$ cat config.mk
export PLATFORM = sky130hd
export DESIGN_NAME = esc_back
export DESIGN_NICKNAME = d
export VERILOG_FILES = /design/src/esc_pkg.sv /design/src/esc_back.sv
export SDC_FILE = /design/constraint.sdc
export NUM_CORES = 2
export LEC_CHECK = 0
export BUFFER_PORTS_ARGS = -buffer_cell sky130_fd_sc_hd__buf_2
export CAP_MARGIN = 20
export CORE_UTILIZATION = 45
export CTS_CLUSTER_DIAMETER = 30
export DETAILED_ROUTE_END_ITERATION = 7
export GPL_ROUTABILITY_DRIVEN = 1
export PLACE_DENSITY = 0.73
export SLEW_MARGIN = 20
export SYNTH_ARGS = -nofsm -noshare
export SYNTH_HDL_FRONTEND = slang
export SYNTH_SLANG_ARGS = --single-unit
$ cat constraint.sdc
create_clock -name clk -period 12.2 [get_ports clk]
set_input_delay 0.61 -clock clk [delete_from_list [all_inputs] [get_ports clk]]
set_output_delay 0.61 -clock clk [all_outputs]
set_load 0.1 [all_outputs]
$ cat src/esc_pkg.sv
// Shared types, register codes and helpers for the sensor compensation pipeline.
`default_nettype none
package esc_pkg;

  localparam int DIV_STAGES = 32;
  localparam logic [31:0] HUM_LIMIT = 32'd419430400;

  typedef enum logic [2:0] {
    CFG_CAL_TEMPERATURE = 3'd0,
    CFG_CAL_PRESSURE_A  = 3'd1,
    CFG_CAL_PRESSURE_B  = 3'd2,
    CFG_CAL_PRESSURE_C  = 3'd3,
    CFG_CAL_HUMIDITY_A  = 3'd4,
    CFG_CAL_HUMIDITY_B  = 3'd5
  } cfg_idx_t;

  typedef struct packed {
    logic [19:0] raw_temperature;
    logic [19:0] raw_pressure;
    logic [15:0] raw_humidity;
  } reading_t;

  typedef struct packed {
    logic signed [31:0] temperature_centi;
    logic [31:0]        pressure_pa;
    logic [16:0]        humidity_q10;
    logic               pressure_invalid;
  } result_t;

  // Calibration words, each widened to a 32-bit two's complement word.
  typedef struct packed {
    logic [31:0] t1, t2, t3;
    logic [31:0] p1, p2, p3, p4, p5, p6, p7, p8, p9;
    logic [31:0] h1, h2, h3, h4, h5, h6;
  } cal_t;

  // Values that ride along with the pressure division.
  typedef struct packed {
    logic [31:0] temperature;
    logic [16:0] humidity;
    logic        pre_doubled;
    logic        invalid;
  } side_t;

  typedef struct packed {
    logic [31:0] dividend;
    logic [31:0] divisor;
    side_t       side;
  } div_in_t;

  typedef struct packed {
    logic [31:0] quotient;
    side_t       side;
  } div_out_t;

  function automatic logic [31:0] asr(input logic [31:0] x, input logic [4:0] n);
    logic signed [31:0] s;
    s = $signed(x) >>> n;
    return s;
  endfunction

endpackage
`default_nettype wire

$ cat src/esc_back.sv
// Pressure correction stages after the divider, ending in the result register.
`default_nettype none
module esc_back (
  input  wire logic              clk,
  input  wire logic              rst,
  input  wire logic              en,
  input  wire logic              in_valid,
  input  wire esc_pkg::div_out_t in_data,
  input  wire esc_pkg::cal_t     cal,
  output logic                   out_valid,
  output esc_pkg::result_t       out_data
);

  logic [3:1]  vld;
  logic [31:0] p0, b1_pp, b1_m8, b1_p, b2_m9, b2_m8, b2_p, pf;
  esc_pkg::side_t sd1, sd2;

  always_comb begin
    p0 = in_data.side.pre_doubled ? in_data.quotient : (in_data.quotient << 1);
    pf = b2_p + esc_pkg::asr(esc_pkg::asr(b2_m9, 5'd12) + esc_pkg::asr(b2_m8, 5'd13)
                             + cal.p7, 5'd4);
  end

  always_ff @(posedge clk) begin
    if (rst) begin
      vld <= '0;
    end else if (en) begin
      vld <= {vld[2:1], in_valid};
    end
  end

  always_ff @(posedge clk) begin
    if (en) begin
      b1_pp <= (p0 >> 3) * (p0 >> 3);
      b1_m8 <= (p0 >> 2) * cal.p8;
      b1_p  <= p0;
      sd1   <= in_data.side;

      b2_m9 <= cal.p9 * (b1_pp >> 13);
      b2_m8 <= b1_m8;
      b2_p  <= b1_p;
      sd2   <= sd1;

      out_data.temperature_centi <= sd2.temperature;
      out_data.pressure_pa       <= sd2.invalid ? 32'd0 : pf;
      out_data.humidity_q10      <= sd2.humidity;
      out_data.pressure_invalid  <= sd2.invalid;
    end
  end

  assign out_valid = vld[3];

endmodule
`default_nettype wire

==> metrics.md <==
| Metric | Value |
|---|---|
| Outcome | complete, no violations |
| Commonest cells after routing, fill and taps aside | inv_1, fa_1, nand2_1, and2_1, ha_1 |
| R2r worst-path depth | 19 |
| Critical Path End Type | flop |
| GRT Total Usage | 22.60% |
| CP startpoint kind | input pin |
| Post-Route Utilization | 49.80% |
| I/O Buffers | 265 |
| Grt met3 use | 4.034% |
| Hold Path Depth | 1 |
| Worst Path Max Fanout | 33 |
| Post-CTS sizing | 0 |
| Clk_skew | 0.04362 ns |
| Die H | 348.2 um |
| Total global routing overflow | 0 |
| Max clock buf depth | 3 |
| Met2 usage | 38.35% |
| Clk pin slew, worst setup/hold paths | 0.06 ns |
| Final Cycle Share | 79.61% |
| Slack of the worst reg-to-reg path | 4.36 ns |
| Max incr delay on CP | 0.75 ns |
| Crit path required time | 12.58 ns |
| Worst Hold Class | input pin to flop |
| Crit path DAT | 10.09 ns |
| Wire per inst | 18.36 um |
| Setup tns final | 0 ns |
| Crit path kind | input pin to flop |
| Most used cell, CP | fa_1 |
| Area grow syn2layout | 9.312% |
| Die span in x | 348.2 um |
| Crit path time final | 9.713 ns |
| Fmax | 103.0 MHz |
| Slew Viols, Final | 0 |
| Post-synthesis sequential area ratio | 18.09% |
| Setup violators final | 0 |
| Hold endpoint | sd1[32] |
| Avg Cell Area, Syn | 10.03 um2 |
| DR vias | 36850 |
| Reg-to-reg critical path endpoint | b2_m9[31] |
| Final Hold Viols | 0 |
| Syn_nets | 7546 |
| # IOs | 746 |
| Min-delay src | in_data[32] |
| Hold Buf Count CTS | 0 |
| DRT Pass-1 Iters | 6 |
| Busiest grt layer | met2 |
| Post-synth EDFFs | 323 |
| CTS buffer count | 56 |
| CP max-delay cell | buf_2 |
| Actual slew at the worst max-slew pin | 1.164 ns |
| H-tree Lvls | 2 |
| Worst skew pair latency | 0.62 ns |
| Gpl congestion | 0.9234 |
| First-pass GRT wire length | 214.6 mm |
| Mapped Area | 0.05394 mm2 |
| Post-DP HPWL | 104.2 mm |
| Post-Route WL | 132.2 mm |
| # clock sinks | 326 |
| Share of cells above drive strength 1 | 7.830% |
| Setup bufs post-CTS | 0 |
| Synth async-reset ratio | 0% |
| Unique cell type count in the Yosys netlist | 72 |
| Yosys warning count | 0 |
| Launch point of the worst reg-to-reg path | b1_pp[18] |
| Synth Flop Type | edfxtp_1 |
| Cell count after placement | 7089 |
| Core area | 0.1184 mm2 |
| RSZ-0062 raised after global routing | no |
| CTS tree | done |
| Vias in the first global route | 40450 |
| Initial antenna violation count | 6 |
| Nets | 7715 |
| Pin count of the biggest net entering global routing | 98 |
| Core Rows | 126 |
| Synth Register Bits | 326 |
| Post-route ant nets | 0 |
| Die area | 0.1212 mm2 |
| Vias per cell | 5.119 |
| Commonest non-fill, non-tap cell in the layout | inv_1 |
| Slew HR | 22.42% |
| Cells after Synth | 5379 |
| Starting Density | 45.56% |
| MaxCap Viol Count | 0 |
| CTS root buf | clkbuf_16 |
| DRC Markers | 0 |
| First DRT Iteration DRCs | 2468 |
| Non-Filler Instances | 7198 |
| Met1 Usage GRT | 28.88% |
[cells in the mapped netlist (all sizes together), types with 4 or more instances]
master	number	area share, %
nand4	9	0.10
inv	1310	9.1
nor2	236	1.6
nand2b	15	0.17
a211oi	11	0.18
nor3b	4	0.056
fa	1118	41
o31a	5	0.081
xor2	54	0.88
nand2	653	4.5
nor2b	21	0.24
edfxtp	323	18
or3	10	0.12
buf	13	0.10
a21oi	81	0.75
clkbuf	194	1.4
a311oi	4	0.065
a31oi	8	0.12
mux2	4	0.084
a21o	35	0.49
o21bai	14	0.19
o31ai	4	0.056
nor3	39	0.37
ha	386	9.0
xnor2	162	2.6
o21a	32	0.45
o21ai	48	0.45
and2	467	5.4
mux2i	34	0.66
o211ai	8	0.11
nand3	19	0.18
and3	7	0.081
[through the flow]
stage	setup WS [ns]	area (um2)	hold WS, ns
2_1_floorplan	3.190	53940	0.4003
3_3_place_gp	2.191	56890	0.4009
3_5_place_dp	2.034	56890	0.4045
4_1_cts	2.691	58930	0.1161
5_1_grt	2.151	58950	0.1298
6_report	2.487	58960	0.1634
[worst max-delay path, delay by kind of cell]
kind	cells	cell delay (ns)
multiplexers	1	0.28
AO/OA/AOI/OAI	6	1.28
buffers and inverters	8	2.51
adder cells (fa/ha/maj)	9	4.42
AND/OR/NAND/NOR	4	0.70
XOR/XNOR	1	0.24
[flip-flops by register name, summed over array words and instances, names as in the netlist]
name / cells
b1_pp: 20
sd1: 50
sd2: 50
b1_p: 31
vld: 3
out_data: 82
b2_p: 32
b1_m8: 19
b2_m8: 19
b2_m9: 20
[routing by layer]
layer	vias to the layer above	part of all wire, %
li1	16340	-
met1	18740	39
met2	1483	48
met3	283	8.6
met4	6	4.0
met5	-	0.028
[cell type report]
cell class                 count  area (um2)
fill                       10660       59440
clock buffer                  61        1420
antenna                        4       10.01
timing repair buffer         318        1742
tap                         1600        2002
sequential                   326        9759
clock inverter                43       619.3
inverter                    1313        4928
multi-input combinational   3533       38480
[worst max path at each step]
stage                     from   endpoint  slack (ns)  cells after the start
floorplan           in_data[1]  b1_pp[31]        3.19                     33
global placement    in_data[1]  b1_m8[31]        2.19                     29
detailed placement  in_data[1]  b1_m8[31]        2.03                     29
CTS                 in_data[1]  b1_m8[31]        2.69                     29
global route        in_data[1]  b1_m8[31]        2.15                     29
finish              in_data[1]  b1_m8[31]        2.49                     29
[cell families after synthesis]
group | Yosys count | share of synthesized area [%]
buffers and inverters | 1520 | 10.59
adder cells (fa/ha/maj) | 1504 | 50.45
AND/OR/NAND/NOR | 1491 | 13.09
flip-flops | 326 | 18.09
AO/OA/AOI/OAI | 284 | 3.522
XOR/XNOR | 216 | 3.508
multiplexers | 38 | 0.7446
Power is left out: the tool's default activity adds up to more than one toggle a clock period on the data nets, which glitch-free logic cannot reach.
